$ cat config.mk
export PLATFORM = sky130hd
export DESIGN_NAME = instr_hazard_nop_inserter
export DESIGN_NICKNAME = d
export VERILOG_FILES = /design/src/sv/ihni_pkg.sv /design/src/sv/ihni_front.sv /design/src/sv/ihni_queue.sv /design/src/sv/ihni_back.sv /design/src/sv/instr_hazard_nop_inserter.sv
export SDC_FILE = /design/constraint.sdc
export NUM_CORES = 1
export LEC_CHECK = 0
export ABC_AREA = 1
export BUFFER_PORTS_ARGS = -buffer_cell sky130_fd_sc_hd__buf_2
export CAP_MARGIN = 10
export CORE_MARGIN = 2
export CORE_UTILIZATION = 26
export CTS_CLUSTER_SIZE = 30
export DETAILED_ROUTE_END_ITERATION = 7
export PLACE_DENSITY = 0.52
export SLEW_MARGIN = 20
export SYNTH_ARGS = -nofsm -noshare
export SYNTH_HDL_FRONTEND = slang
export SYNTH_HIERARCHICAL = 1
export SYNTH_SLANG_ARGS = --single-unit
$ cat constraint.sdc
create_clock -name clk -period 17.8 [get_ports clk]
set_input_delay 0 -clock clk [delete_from_list [all_inputs] [get_ports clk]]
set_output_delay 0 -clock clk [all_outputs]
set_load 0.02 [all_outputs]
$ cat src/sv/ihni_pkg.sv
// Package: types, opcode constants and helpers for the hazard NOP inserter.
`default_nettype none
package ihni_pkg;

	localparam int COUNT_WIDTH = 32;
	localparam int NUM_CLASSES = 5;
	localparam int QUEUE_DEPTH = 2;
	localparam int QPTR_W      = (QUEUE_DEPTH > 1) ? $clog2(QUEUE_DEPTH) : 1;
	localparam int QCNT_W      = $clog2(QUEUE_DEPTH + 1);

	localparam logic [31:0] NOP_WORD = 32'h0000_0013;

	localparam logic [6:0] OP_ALU_R  = 7'b0110011;
	localparam logic [6:0] OP_ALU_I  = 7'b0010011;
	localparam logic [6:0] OP_JAL    = 7'b1101111;
	localparam logic [6:0] OP_JALR   = 7'b1100111;
	localparam logic [6:0] OP_BRANCH = 7'b1100011;
	localparam logic [6:0] OP_LOAD   = 7'b0000011;
	localparam logic [6:0] OP_STORE  = 7'b0100011;

	typedef logic [COUNT_WIDTH-1:0] count_t;

	typedef enum logic [2:0] {
		CLS_ALU    = 3'd0,
		CLS_JUMP   = 3'd1,
		CLS_BRANCH = 3'd2,
		CLS_MEMORY = 3'd3,
		CLS_OTHER  = 3'd4
	} cls_t;

	typedef struct packed {
		logic [31:0] word;
		cls_t        cls;
		logic        haz;
		logic [31:0] cnt_total;
		logic [31:0] cnt_alu;
		logic [31:0] cnt_jump;
		logic [31:0] cnt_branch;
		logic [31:0] cnt_memory;
		logic [31:0] cnt_misc;
		logic [31:0] cnt_nops;
	} entry_t;

	function automatic cls_t classify(input logic [6:0] op);
		cls_t c;
		if (op inside {OP_ALU_R, OP_ALU_I})
			c = CLS_ALU;
		else if (op inside {OP_JAL, OP_JALR})
			c = CLS_JUMP;
		else if (op == OP_BRANCH)
			c = CLS_BRANCH;
		else if (op inside {OP_LOAD, OP_STORE})
			c = CLS_MEMORY;
		else
			c = CLS_OTHER;
		return c;
	endfunction

	function automatic count_t sat_inc(input count_t c);
		return (c == '1) ? c : count_t'(c + 1'b1);
	endfunction

	// clamp to the 32-bit reporting field
	function automatic logic [31:0] report_cnt(input count_t c);
		logic [63:0] w;
		w = 64'(c);
		return (w > 64'h0000_0000_FFFF_FFFF) ? 32'hFFFF_FFFF : w[31:0];
	endfunction

endpackage
`default_nettype wire

$ cat src/sv/ihni_front.sv
// Front end: accepts beats, classifies, checks the hazard and updates counters.
`default_nettype none
module ihni_front (
	input  wire logic            clk,
	input  wire logic            arst_n,
	input  wire logic            in_valid,
	output logic                 in_ready,
	input  wire logic [31:0]     instr_word,
	input  wire logic            q_full,
	output logic                 q_push,
	output ihni_pkg::entry_t     q_entry
);
	import ihni_pkg::*;

	logic [4:0] prev_dest_q;
	logic       prev_valid_q;
	count_t     total_q, nop_q;
	count_t     class_q [NUM_CLASSES];
	count_t     total_d, nop_d;
	count_t     class_d [NUM_CLASSES];
	cls_t       cls;
	logic       haz;
	logic [4:0] rs1, rs2;

	assign in_ready = !q_full;
	assign q_push   = in_valid && !q_full;

	assign cls = classify(instr_word[6:0]);
	assign rs1 = instr_word[19:15];
	assign rs2 = instr_word[24:20];
	assign haz = prev_valid_q &&
		((prev_dest_q == rs1) || ((cls != CLS_MEMORY) && (prev_dest_q == rs2)));

	always_comb begin
		total_d = sat_inc(total_q);
		nop_d   = haz ? sat_inc(nop_q) : nop_q;
		for (int i = 0; i < NUM_CLASSES; i++) begin
			class_d[i] = (cls == cls_t'(i)) ? sat_inc(class_q[i]) : class_q[i];
		end
	end

	always_comb begin
		q_entry.word       = instr_word;
		q_entry.cls        = cls;
		q_entry.haz        = haz;
		q_entry.cnt_total  = report_cnt(total_d);
		q_entry.cnt_alu    = report_cnt(class_d[CLS_ALU]);
		q_entry.cnt_jump   = report_cnt(class_d[CLS_JUMP]);
		q_entry.cnt_branch = report_cnt(class_d[CLS_BRANCH]);
		q_entry.cnt_memory = report_cnt(class_d[CLS_MEMORY]);
		q_entry.cnt_misc   = report_cnt(class_d[CLS_OTHER]);
		q_entry.cnt_nops   = report_cnt(nop_d);
	end

	always_ff @(posedge clk or negedge arst_n) begin
		if (!arst_n) begin
			prev_dest_q  <= '0;
			prev_valid_q <= 1'b0;
			total_q      <= '0;
			nop_q        <= '0;
			for (int i = 0; i < NUM_CLASSES; i++) class_q[i] <= '0;
		end else if (q_push) begin
			prev_dest_q  <= instr_word[11:7];
			prev_valid_q <= 1'b1;
			total_q      <= total_d;
			nop_q        <= nop_d;
			for (int i = 0; i < NUM_CLASSES; i++) class_q[i] <= class_d[i];
		end
	end

endmodule
`default_nettype wire

$ cat src/sv/ihni_queue.sv
// Short register queue between front and back end.
`default_nettype none
module ihni_queue (
	input  wire logic              clk,
	input  wire logic              arst_n,
	input  wire logic              push,
	input  wire ihni_pkg::entry_t  wr_entry,
	output logic                   full,
	input  wire logic              pop,
	output ihni_pkg::entry_t       rd_entry,
	output logic                   empty
);
	import ihni_pkg::*;

	entry_t              mem_q [QUEUE_DEPTH];
	logic [QPTR_W-1:0]   wr_ptr_q, rd_ptr_q;
	logic [QCNT_W-1:0]   cnt_q;
	logic                do_push, do_pop;

	assign full     = (cnt_q == QCNT_W'(QUEUE_DEPTH));
	assign empty    = (cnt_q == '0);
	assign do_push  = push && !full;
	assign do_pop   = pop && !empty;
	assign rd_entry = mem_q[rd_ptr_q];

	function automatic logic [QPTR_W-1:0] next_ptr(input logic [QPTR_W-1:0] p);
		return (p == QPTR_W'(QUEUE_DEPTH - 1)) ? '0 : QPTR_W'(p + 1'b1);
	endfunction

	always_ff @(posedge clk) begin
		if (do_push) mem_q[wr_ptr_q] <= wr_entry;
	end

	always_ff @(posedge clk or negedge arst_n) begin
		if (!arst_n) begin
			wr_ptr_q <= '0;
			rd_ptr_q <= '0;
			cnt_q    <= '0;
		end else begin
			if (do_push) wr_ptr_q <= next_ptr(wr_ptr_q);
			if (do_pop)  rd_ptr_q <= next_ptr(rd_ptr_q);
			case ({do_push, do_pop})
				2'b10:   cnt_q <= QCNT_W'(cnt_q + 1'b1);
				2'b01:   cnt_q <= QCNT_W'(cnt_q - 1'b1);
				default: cnt_q <= cnt_q;
			endcase
		end
	end

endmodule
`default_nettype wire

$ cat src/sv/ihni_back.sv
// Back end: expands queue entries into one or two output beats.
`default_nettype none
module ihni_back (
	input  wire logic              clk,
	input  wire logic              arst_n,
	input  wire logic              q_empty,
	input  wire ihni_pkg::entry_t  q_entry,
	output logic                   q_pop,
	output logic                   out_valid,
	input  wire logic              out_ready,
	output logic [31:0]            out_word,
	output logic                   is_inserted_nop,
	output logic                   last_of_run,
	output logic [2:0]             instr_class,
	output logic                   hazard_found,
	output logic [31:0]            count_total,
	output logic [31:0]            count_alu,
	output logic [31:0]            count_jump,
	output logic [31:0]            count_branch,
	output logic [31:0]            count_memory,
	output logic [31:0]            count_misc,
	output logic [31:0]            count_nops_added
);
	import ihni_pkg::*;

	entry_t out_entry_q;
	logic   out_valid_q;
	logic   out_nop_q;
	logic   load;
	logic   second_beat;

	assign load        = !out_valid_q || out_ready;
	assign second_beat = out_valid_q && out_nop_q;
	assign q_pop       = load && !second_beat && !q_empty;

	always_ff @(posedge clk) begin
		if (q_pop) out_entry_q <= q_entry;
	end

	always_ff @(posedge clk or negedge arst_n) begin
		if (!arst_n) begin
			out_valid_q <= 1'b0;
			out_nop_q   <= 1'b0;
		end else if (load) begin
			if (second_beat) begin
				out_valid_q <= 1'b1;
				out_nop_q   <= 1'b0;
			end else if (!q_empty) begin
				out_valid_q <= 1'b1;
				out_nop_q   <= q_entry.haz;
			end else begin
				out_valid_q <= 1'b0;
				out_nop_q   <= 1'b0;
			end
		end
	end

	assign out_valid        = out_valid_q;
	assign out_word         = out_nop_q ? NOP_WORD : out_entry_q.word;
	assign is_inserted_nop  = out_nop_q;
	assign last_of_run      = !out_nop_q;
	assign instr_class      = out_entry_q.cls;
	assign hazard_found     = out_entry_q.haz;
	assign count_total      = out_entry_q.cnt_total;
	assign count_alu        = out_entry_q.cnt_alu;
	assign count_jump       = out_entry_q.cnt_jump;
	assign count_branch     = out_entry_q.cnt_branch;
	assign count_memory     = out_entry_q.cnt_memory;
	assign count_misc       = out_entry_q.cnt_misc;
	assign count_nops_added = out_entry_q.cnt_nops;

endmodule
`default_nettype wire

$ cat src/sv/instr_hazard_nop_inserter.sv
// Top level: instruction hazard NOP inserter.
// An accepted beat is written into the queue, then loaded into the output register to be shown.
// Throughput: one instruction per cycle while out_ready stays high; an instruction with a
// hazard goes out as a NOP beat then the instruction, from the single output register.
// A two-entry queue sits between the classifier and the output stage.
// Reset (arst_n low, asynchronous) clears counters, previous-rd state, queue and output.
`default_nettype none
module instr_hazard_nop_inserter (
	input  wire logic        clk,
	input  wire logic        arst_n,
	input  wire logic        in_valid,
	output logic             in_ready,
	input  wire logic [31:0] instr_word,
	output logic             out_valid,
	input  wire logic        out_ready,
	output logic [31:0]      out_word,
	output logic             is_inserted_nop,
	output logic             last_of_run,
	output logic [2:0]       instr_class,
	output logic             hazard_found,
	output logic [31:0]      count_total,
	output logic [31:0]      count_alu,
	output logic [31:0]      count_jump,
	output logic [31:0]      count_branch,
	output logic [31:0]      count_memory,
	output logic [31:0]      count_misc,
	output logic [31:0]      count_nops_added
);
	import ihni_pkg::*;

	entry_t push_entry, head_entry;
	logic   q_push, q_full, q_pop, q_empty;

	ihni_front u_front (
		.clk        (clk),
		.arst_n     (arst_n),
		.in_valid   (in_valid),
		.in_ready   (in_ready),
		.instr_word (instr_word),
		.q_full     (q_full),
		.q_push     (q_push),
		.q_entry    (push_entry)
	);

	ihni_queue u_queue (
		.clk      (clk),
		.arst_n   (arst_n),
		.push     (q_push),
		.wr_entry (push_entry),
		.full     (q_full),
		.pop      (q_pop),
		.rd_entry (head_entry),
		.empty    (q_empty)
	);

	ihni_back u_back (
		.clk              (clk),
		.arst_n           (arst_n),
		.q_empty          (q_empty),
		.q_entry          (head_entry),
		.q_pop            (q_pop),
		.out_valid        (out_valid),
		.out_ready        (out_ready),
		.out_word         (out_word),
		.is_inserted_nop  (is_inserted_nop),
		.last_of_run      (last_of_run),
		.instr_class      (instr_class),
		.hazard_found     (hazard_found),
		.count_total      (count_total),
		.count_alu        (count_alu),
		.count_jump       (count_jump),
		.count_branch     (count_branch),
		.count_memory     (count_memory),
		.count_misc       (count_misc),
		.count_nops_added (count_nops_added)
	);

`ifndef ASSERT_OFF
	// a taken NOP beat is always followed by its instruction beat
	a_nop_then_instr: assert property (@(posedge clk) disable iff (!arst_n)
		out_valid && out_ready && is_inserted_nop
		|=> out_valid && !is_inserted_nop && last_of_run && $stable(count_total))
		else $error("NOP beat not followed by its instruction");

	a_nop_has_hazard: assert property (@(posedge clk) disable iff (!arst_n)
		out_valid && is_inserted_nop |-> hazard_found)
		else $error("NOP beat without hazard");

	a_nops_le_total: assert property (@(posedge clk) disable iff (!arst_n)
		out_valid |-> count_nops_added <= count_total)
		else $error("NOP count exceeds total");

	// a hazard instruction beat first shows up right after its NOP beat is taken
	a_hazard_nop_first: assert property (@(posedge clk) disable iff (!arst_n)
		out_valid && last_of_run && hazard_found && !$past(out_valid && last_of_run)
		|-> $past(out_valid && out_ready && is_inserted_nop))
		else $error("hazard instruction beat without preceding NOP");
`endif

endmodule
`default_nettype wire

# Yosys cells after proc, flatten, opt, wreduce, memory -nomap -nowiden
# Memories as Yosys holds them, arrays and structs flattened.
# Index checks and enable logic that the tools add are counted.
# totals
regBits,496
rom_bits,0
out_inout_bits,264
elab_cells,108
latch_bits,0
mem_bits_rw,520
in_bits,36
mem_count,1
# classes
n_div,0
n_reduce_logical,21
magnitude_cmp,0
n_eq_ne,24
addsub,11
multipliers,0
bitwise_logic,0
n_shift,0
muxes,27
# mem_list
name,depth,width,read_ports,rd_clocked_by_memory_dff,wr,line_no,rtl
u_queue.mem_q,2,260,1,0,1,ihni_queue.sv:15,entry_t mem_q [QUEUE_DEPTH];
# op_table
op,count
$mux 32,14
$add 32x1->32 const B,7
$eq 32x32->1 const B,7
$eq 7x7->1 const B,3
$eq 7x6->1 const B,2
$mux 3,4
$eq 5x5->1,2
$logic_and 1x1->1,8
$mux 1,8
$reduce_bool 2->1,4
$eq 7x2->1 const B,1
$eq 7x5->1 const B,1
$eq 3x2->1 const B,2
$logic_not 1->1,5
$eq 2x2->1 const B,2
$pmux 2 s2,1
$eq 3x1->1 const B,1
$eq 3x3->1 const B,1
$logic_not 3->1,1
$ne 3x2->1 const B,1
$add 1x1->1 const B,2
$add 2x1->2 const B,1
$eq 2x1->1 const B,1
$logic_not 2->1,1
other kinds (2),3

# Logic depth before layout (Yosys ltp)
# Gate-level depths: netlist of the first run.
# depth
word_depth,11
mapped_depth,14
mapped_depth_nobuf,13

# Cells and area by module
# Netlist of the first run, hierarchy kept.
# modules_own_cells
mod,seq_area_each_um2,n_inst,cells_per_inst,area_per_inst_um2
ihni_queue,15715.1,1,1390,19158.4
ihni_front,5755.5,1,3156,18770.5
ihni_back,7857.5,1,566,9892.0

# Worst setup path after synthesis of the first run
# Ideal clock, no wire load.
# synth_timing
kind,reg-to-reg
start,register u_queue.cnt_q[1]
end,"memory u_queue/mem_q[1][0] (netlist name), enable pin"
t_required_ns,16.913
period_less_slack_ns,13.160
arrival_ns,12.273
path_stages_with_launch,10
setup_slack_ns,4.640
path_buffers,2
path_cell_list,dfrtp_1 inv_1 nor2_1 inv_1 nand2_1 inv_2 clkbuf_1 buf_2 o21ai_0 nor2_1
# synth_via
elab_chain_len,6
# synth_rtl
item,line_no,rtl
from (decl),ihni_queue.sv:17,logic [QCNT_W-1:0] cnt_q;
from (signal assigned),ihni_queue.sv:43,2'b10: cnt_q <= QCNT_W'(cnt_q + 1'b1);
from (signal assigned),ihni_queue.sv:44,2'b01: cnt_q <= QCNT_W'(cnt_q - 1'b1);
from (signal assigned),ihni_queue.sv:45,default: cnt_q <= cnt_q;
$eq 2x2->1,ihni_queue.sv:20,assign full = (cnt_q == QCNT_W'(QUEUE_DEPTH));
net q_full,instr_hazard_nop_inserter.sv:32,"logic q_push, q_full, q_pop, q_empty;"
$logic_not 1->1,n/a,
net in_ready,instr_hazard_nop_inserter.sv:12,"output logic in_ready,"
$logic_and 1x1->1,ihni_front.sv:26,assign q_push = in_valid && !q_full;
net q_push,instr_hazard_nop_inserter.sv:32,
$logic_and 1x1->1,ihni_queue.sv:22,assign do_push = push && !full;
$mux 1,ihni_queue.sv:31,if (do_push) mem_q[wr_ptr_q] <= wr_entry;
$mux 1 (implied by the code),ihni_queue.sv:31,
to (decl),ihni_queue.sv:15,
# The timed path passes the listed nets, and every way through them passes these cells.

# Final worst setup path of the first run
# layout_timing
start,register u_queue.cnt_q[1]
end,"memory u_queue/mem_q[0][75] (netlist name), enable pin"
# layout_via
elab_chain_len,6
# layout_rtl
item,line_no
$eq 2x2->1,ihni_queue.sv:20
net q_full,instr_hazard_nop_inserter.sv:32
$logic_not 1->1,ihni_front.sv:26
$logic_and 1x1->1,ihni_front.sv:26
net q_push,instr_hazard_nop_inserter.sv:32
$logic_and 1x1->1,ihni_queue.sv:22
$mux 1,ihni_queue.sv:31
$mux 1 (implied by the code),ihni_queue.sv:31
# The timed path passes the listed nets, and every way through them passes these cells.

==> flow_metrics.py, run 1 <==
metrics = {
    "floorplan": {
        "fp.dieW_um": 432.9,
        "die_area_um2": 187400,
        "dieHeight_um": 432.9,
        "ios": 300,
        "rows": 157,
        "core_area_um2": 182900,
        "start_util": 0.2615,
    },
    "finish": {
        "drive_gt1_frac": 0.1183,
        "post-route-util": 0.2960,
        "final_cell_mix": "nand2_1, edfxtp_1, nor2_1",
        "final_common_cell": "nand2_1",
        "finalNetCount": 5230,
        "area_growth_pct": 13.19,
    },
    "place": {
        "portBuffers": 299,
        "gp_congestion": 0.8656,
        "dp_hpwl_mm": 82.70,
    },
    "hold_path": {
        "worstHoldPathType": "input pin to register",
    },
    "synthesis": {
        "synth_area_um2": 47820,
        "ys_ff_latch": 1016,
        "ys_warn_count": 6,
        "yosysSeqAreaShare": 0.6133,
        "synth_nets": 5156,
        "postSynth.asyncResetShare": 0.2323,
        "avgSynthCellArea_um2": 9.355,
        "synth_cell_types": 40,
        "synth_ff_type": "edfxtp_1",
        "synth_enable_flop_cells": 780,
        "postSynthCellCount": 5112,
    },
    "global_route": {
        "grt_pass1_vias": 31593,
        "antenna_found_initial": 3,
        "grt_pass1_wl_mm": 188.4,
        "grt_use_total": 0.1297,
        "grt-ovfl-total": 0,
        "grt_max_degree": 160,
    },
    "routing": {
        "drc": 0,
        "finalWirelength_mm": 123.0,
        "routed.top_layer": "met4",
        "dr.pass1.iters": 7,
        "via_count": 32616,
        "met1Wirelength_mm": 50.47,
        "vias_per_cell": 4.209,
        "wl_met3_mm": 4.646,
        "routed-wl-met2_mm": 62.91,
        "wl_per_cell_um": 15.88,
        "ant_nets": 0,
        "drt_iter0_drc": 2123,
    },
    "worst_setup_path": {
        "start_kind": "register",
        "critical_path_peak_fanout": 132,
        "endpoint_kind": "register",
        "cpLargestDelayFamily": "buffers and inverters",
        "required_ns": 18.12,
        "crit_slowest_cell": "buf_4",
        "critical_path.cell_chain": "inv_1 > nor2_1 > inv_1 > nand2_4 > inv_8 > nand3_1 > inv_8 > buf_4 > buf_4",
        "path_class": "register to register",
        "critical_path_arrival_ns": 5.40,
        "critPathMaxStageDelay_ns": 0.82,
        "cp_num_buf_inv": 6,
    },
    "clock_tree": {
        "ctsLongestPathBuffers": 3,
        "cts.sinks": 1016,
        "htree_levels": 3,
        "path_clk_slew_ns": 0.06,
        "cts_tree": "yes",
        "numCtsBuffers": 109,
        "clk_latency_ns": 0.74,
        "cts-root-buf": "clkbuf_16",
    },
    "sta": {
        "rsz0062_at_grt": "false",
        "fin_crit_ns": 5.079,
        "max_freq_mhz": 196.9,
        "timing.slew.headroom": 0.3064,
        "setup-tns-final_ns": 0,
        "tightest_slew_ns": 1.040,
        "slew_violations": 0,
        "fin_crit_sh": 0.2853,
        "fin_worst_skew_ns": 0.04345,
        "setup_viol": 0,
        "hold_violations": 0,
    },
    "power_and_ir_drop": {
        "pwr_density_cell_nw_per_um2": 153.0,
        "vdd_drop_max_mv": 0.1133,
        "p_leak_uw": 0.02234,
        "power_uw": 8284,
    },
    "run": {
        "maxCapViolCount": 0,
    },
    "status": {
        "outcome": "finished clean",
    },
}
==> cells in the mapped netlist, types with 19 or more instances <==
cell type | instances | area share
and2_1 | 25 | 0.0033
buf_2 | 69 | 0.0072
buf_4 | 274 | 0.043
buf_6 | 28 | 0.0066
clkbuf_1 | 41 | 0.0032
dfrtp_1 | 236 | 0.12
edfxtp_1 | 780 | 0.49
inv_1 | 277 | 0.022
nand2_1 | 2348 | 0.18
nand3_1 | 260 | 0.027
nand3_2 | 19 | 0.0040
nand3b_1 | 60 | 0.0094
nor2_1 | 351 | 0.028
nor3_1 | 25 | 0.0026
o21ai_0 | 123 | 0.013
o21ai_2 | 35 | 0.0064
xor2_1 | 27 | 0.0049
==> routing by layer <==
layer,vias to the layer above,track usage
met5,-,0
li1,16405,-
met1,15449,0.1531
met4,0,0.05892
met3,179,0.01850
met2,583,0.2319
==> layout make-up <==
class,count,area (µm²)
Antenna cell,2,5.005
Fill cell,18951,128800
Tap cell,2464,3083
Multi-Input combinational cell,3390,14550
Clock inverter,56,728.2
Sequential cell,1016,29330
Clock buffer,152,3019
Timing Repair Buffer,381,2302
Inverter,288,1106
==> kinds of logic after synthesis <==
logic type	synth area share
adders and majority gates	0.002093
AOI/OAI and AO/OA	0.02132
DFF	0.6133
buffers and inverters	0.08323
xor gates and xnor gates	0.008006
and+or+nand+nor	0.2721
==> flip-flops by register name, indices dropped and copies added, names as in the netlist, 3 cells and up <==
signal and flops:
u_front/total_q 32, u_back/count_memory 32, u_back/instr_class 3, u_back/count_nops_added 32, u_back/count_jump 32, u_back/count_total 32
u_back/count_misc 32, u_queue/mem_q 520, u_front/class_q 160, u_back/out_entry_q 32, u_back/count_branch 32, u_back/count_alu 32
u_front/nop_q 32, u_front/prev_dest_q 5
==> worst paths after layout <==
check                           slack, ns                     to             start  depth (start not counted)
worst min-delay path                 0.07  u_queue/mem_q[0][254]    instr_word[26]                          2
worst max register to register      12.72   u_queue/mem_q[0][75]  u_queue/cnt_q[1]                          9
min in group asynchronous            0.54   u_front/class_q[141]            arst_n                          4
worst min register to register       0.48       u_queue/cnt_q[1]  u_queue/cnt_q[1]                          2
worst max-delay path                12.72   u_queue/mem_q[0][75]  u_queue/cnt_q[1]                          9
max in group asynchronous           15.50    u_front/class_q[36]            arst_n                          5
==> repair_timing <==
action / CTS / global route
resized for setup: 0 / 0
buffers inserted: 0 / 0
hold endpoints to repair: 214 / 0
hold buffers: 55 / 0
==> power by group <==
part           internal [µW]  switching, µW  total (µW)
Sequential              3470            279        3750
Clock                   1390            972        2370
Combinational            492           1670        2160
==> metrics by stage <==
step                      hold slack [ns]  area (µm²)  cells  setup WS, ns
final                             0.07098       54130   7749         12.72
after global routing              0.03746       54130   7749         12.16
after CTS                        0.008271       54110   7747         12.51
after detailed placement           0.1871       49800   7484         12.50
after global placement             0.1701       49800   7484         12.57
after floorplan                   -0.2956       47820   5112         4.640
(Power assumes the default switching activity.)
==> run 2, diff against run 1 <==
- clock period: 17.8 -> 4.8 ns (I/O delays scaled with it)
==> run 2 against run 1 <==
Effect of this change:
- sequential share of layout area shrank 0.42 points
- first-iteration DRC count shrank 7.0%
- largest power group unchanged
- fmax grew 75%
==> flow_metrics.py, run 2 (synthesis gave the netlist of run 1 again) <==
metrics = {
    "clock_tree": {
        "path_clk_slew_ns": 0.06,
        "cts_resized": 0,
        "cts-root-buf": "clkbuf_16",
        "ctsLongestPathBuffers": 3,
        "numCtsBuffers": 111,
        "cts.sinks": 1016,
        "cts_tree": "yes",
        "clk_latency_ns": 0.73,
        "htree_levels": 3,
    },
    "sta": {
        "setup-tns-final_ns": 0,
        "timing.slew.headroom": 0.2735,
        "hold_slack_ns": 0.07160,
        "fin_crit_ns": 2.906,
        "fin_crit_sh": 0.6055,
        "setup_viol": 0,
        "tightest_slew_ns": 1.090,
        "max_freq_mhz": 344.1,
        "slew_violations": 0,
        "fin_worst_skew_ns": 0.01831,
        "hold_violations": 0,
        "rsz0062_at_grt": "false",
    },
    "hold_path": {
        "min_path_cells": 2,
        "worstHoldPathType": "input pin to register",
    },
    "worst_setup_path": {
        "critical_path.cell_chain": "nor2_2 > inv_2 > nand2_4 > buf_4 > buf_6 > o21ai_0",
        "path_class": "register to register",
        "crit_slowest_cell": "buf_6",
        "critical_path_arrival_ns": 3.47,
        "cp_num_buf_inv": 3,
        "worstRegToRegCells": 6,
        "critPathMaxStageDelay_ns": 0.70,
        "required_ns": 5.37,
        "cpLargestDelayFamily": "buffers and inverters",
        "critical_path_peak_fanout": 85,
        "path_depth": 6,
        "start_kind": "register",
        "endpoint_kind": "register",
    },
    "floorplan": {
        "dieHeight_um": 432.9,
        "start_util": 0.2615,
        "core_area_um2": 182900,
        "ios": 300,
        "fp.dieW_um": 432.9,
        "die_area_um2": 187400,
        "rows": 157,
    },
    "finish": {
        "final_cell_mix": "nand2_1, edfxtp_1, nor2_1",
        "fill_cells": 18974,
        "largest_registers": "u_queue/mem_q (520), u_front/class_q (160)",
        "area_growth_pct": 14.09,
        "fin_area_um2": 54560,
        "drive_gt1_frac": 0.1246,
        "final_common_cell": "nand2_1",
        "largest_register_ffs": 520,
        "largest-register": "u_queue/mem_q",
        "finalNetCount": 5253,
    },
    "global_route": {
        "antenna_found_initial": 7,
        "grt-ovfl-total": 0,
        "grt_pass1_wl_mm": 195.4,
        "grt_use_total": 0.1353,
        "grt_use_met1": 0.1687,
        "busiest_layer": "met2",
        "grt_pass1_vias": 32057,
        "met2_usage": 0.2352,
        "grt_max_degree": 138,
        "met3_usage": 0.01760,
    },
    "routing": {
        "ant_nets": 0,
        "dr.pass1.iters": 5,
        "drt_iter0_drc": 1974,
        "drc": 0,
        "finalWirelength_mm": 127.8,
        "wl_per_cell_um": 16.44,
        "via_count": 33143,
        "vias_per_cell": 4.264,
    },
    "place": {
        "dpl_cell_area_um2": 50080,
        "portBuffers": 299,
        "dp_hpwl_mm": 86.87,
        "gp_congestion": 0.8813,
    },
    "status": {
        "outcome": "finished clean",
    },
    "power_and_ir_drop": {
        "pwr_density_cell_nw_per_um2": 572.1,
        "vdd_drop_max_mv": 0.2966,
        "power_uw": 31220,
        "p_leak_uw": 0.02256,
    },
    "run": {
        "maxCapViolCount": 0,
    },
}
run 2: cell types whose count changed in the layout (fill, tap and decap cells not counted), moves of 2 or more:
cell,before,now
buf_12,2,14
clkinvlp_4,6,8
inv_6,8,5
clkinv_2,9,18
clkbuf_8,13,17
clkinv_8,2,0
clkbuf_16,109,115
bufinv_16,14,12
buf_4,25,28
dlygate4sd3_1,54,59
clkbuf_1,30,17
clkinv_4,5,8
run 2: path summary, 6_finish.rpt:
kind / start / to / slack (ns)
min reg2reg: u_queue/cnt_q[1] / u_queue/cnt_q[1] / 0.48
min: instr_word[5] / u_queue/mem_q[1][233] / 0.07
max: u_queue/cnt_q[0] / u_front/class_q[88] / 1.89
min in group asynchronous: arst_n / u_front/class_q[144] / 0.48
max in group asynchronous: arst_n / u_front/class_q[38] / 3.58
max reg2reg: u_queue/cnt_q[0] / u_front/class_q[88] / 1.89
run 2: layout make-up:
class / count / area (µm²) / area share
Antenna cell: 2 / 5.005 / 0.00009173
Clock buffer: 149 / 3176 / 0.05820
Clock inverter: 62 / 678.2 / 0.01243
Inverter: 288 / 1102 / 0.02020
Multi-Input combinational cell: 3390 / 14560 / 0.2668
Sequential cell: 1016 / 29330 / 0.5376
Tap cell: 2464 / 3083 / 0.05651
Timing Repair Buffer: 402 / 2626 / 0.04814
run 2: per-layer routing:
metal	part of all wire	vias up
met4	0.037	0
met3	0.037	186
met1	0.43	15900
li1	-	16446
met5	0	-
met2	0.50	611
run 2: repair_timing:
action | in CTS | in global routing
endpoints found under the setup margin | 0 | 0
hold buffers | 60 | 0
endpoints found under the hold margin | 295 | 0
buffers inserted | 0 | 0
run 2: power breakdown:
part | switching (µW) | total, µW | internal, µW
combinational | 6170 | 8160 | 1990
sequential | 1250 | 14100 | 12900
clock | 3650 | 8950 | 5300
run 2: per-stage QoR:
| step | util | setup WS [ns] | instances |
|---|---|---|---|
| after floorplan | - | -0.7187 | 5112 |
| after global placement | 0.2738 | 1.606 | 7500 |
| after detailed placement | 0.2738 | 1.576 | 7500 |
| after CTS | 0.2983 | 1.559 | 7771 |
| after global routing | 0.2983 | 1.642 | 7772 |
| final | 0.2983 | 1.894 | 7773 |
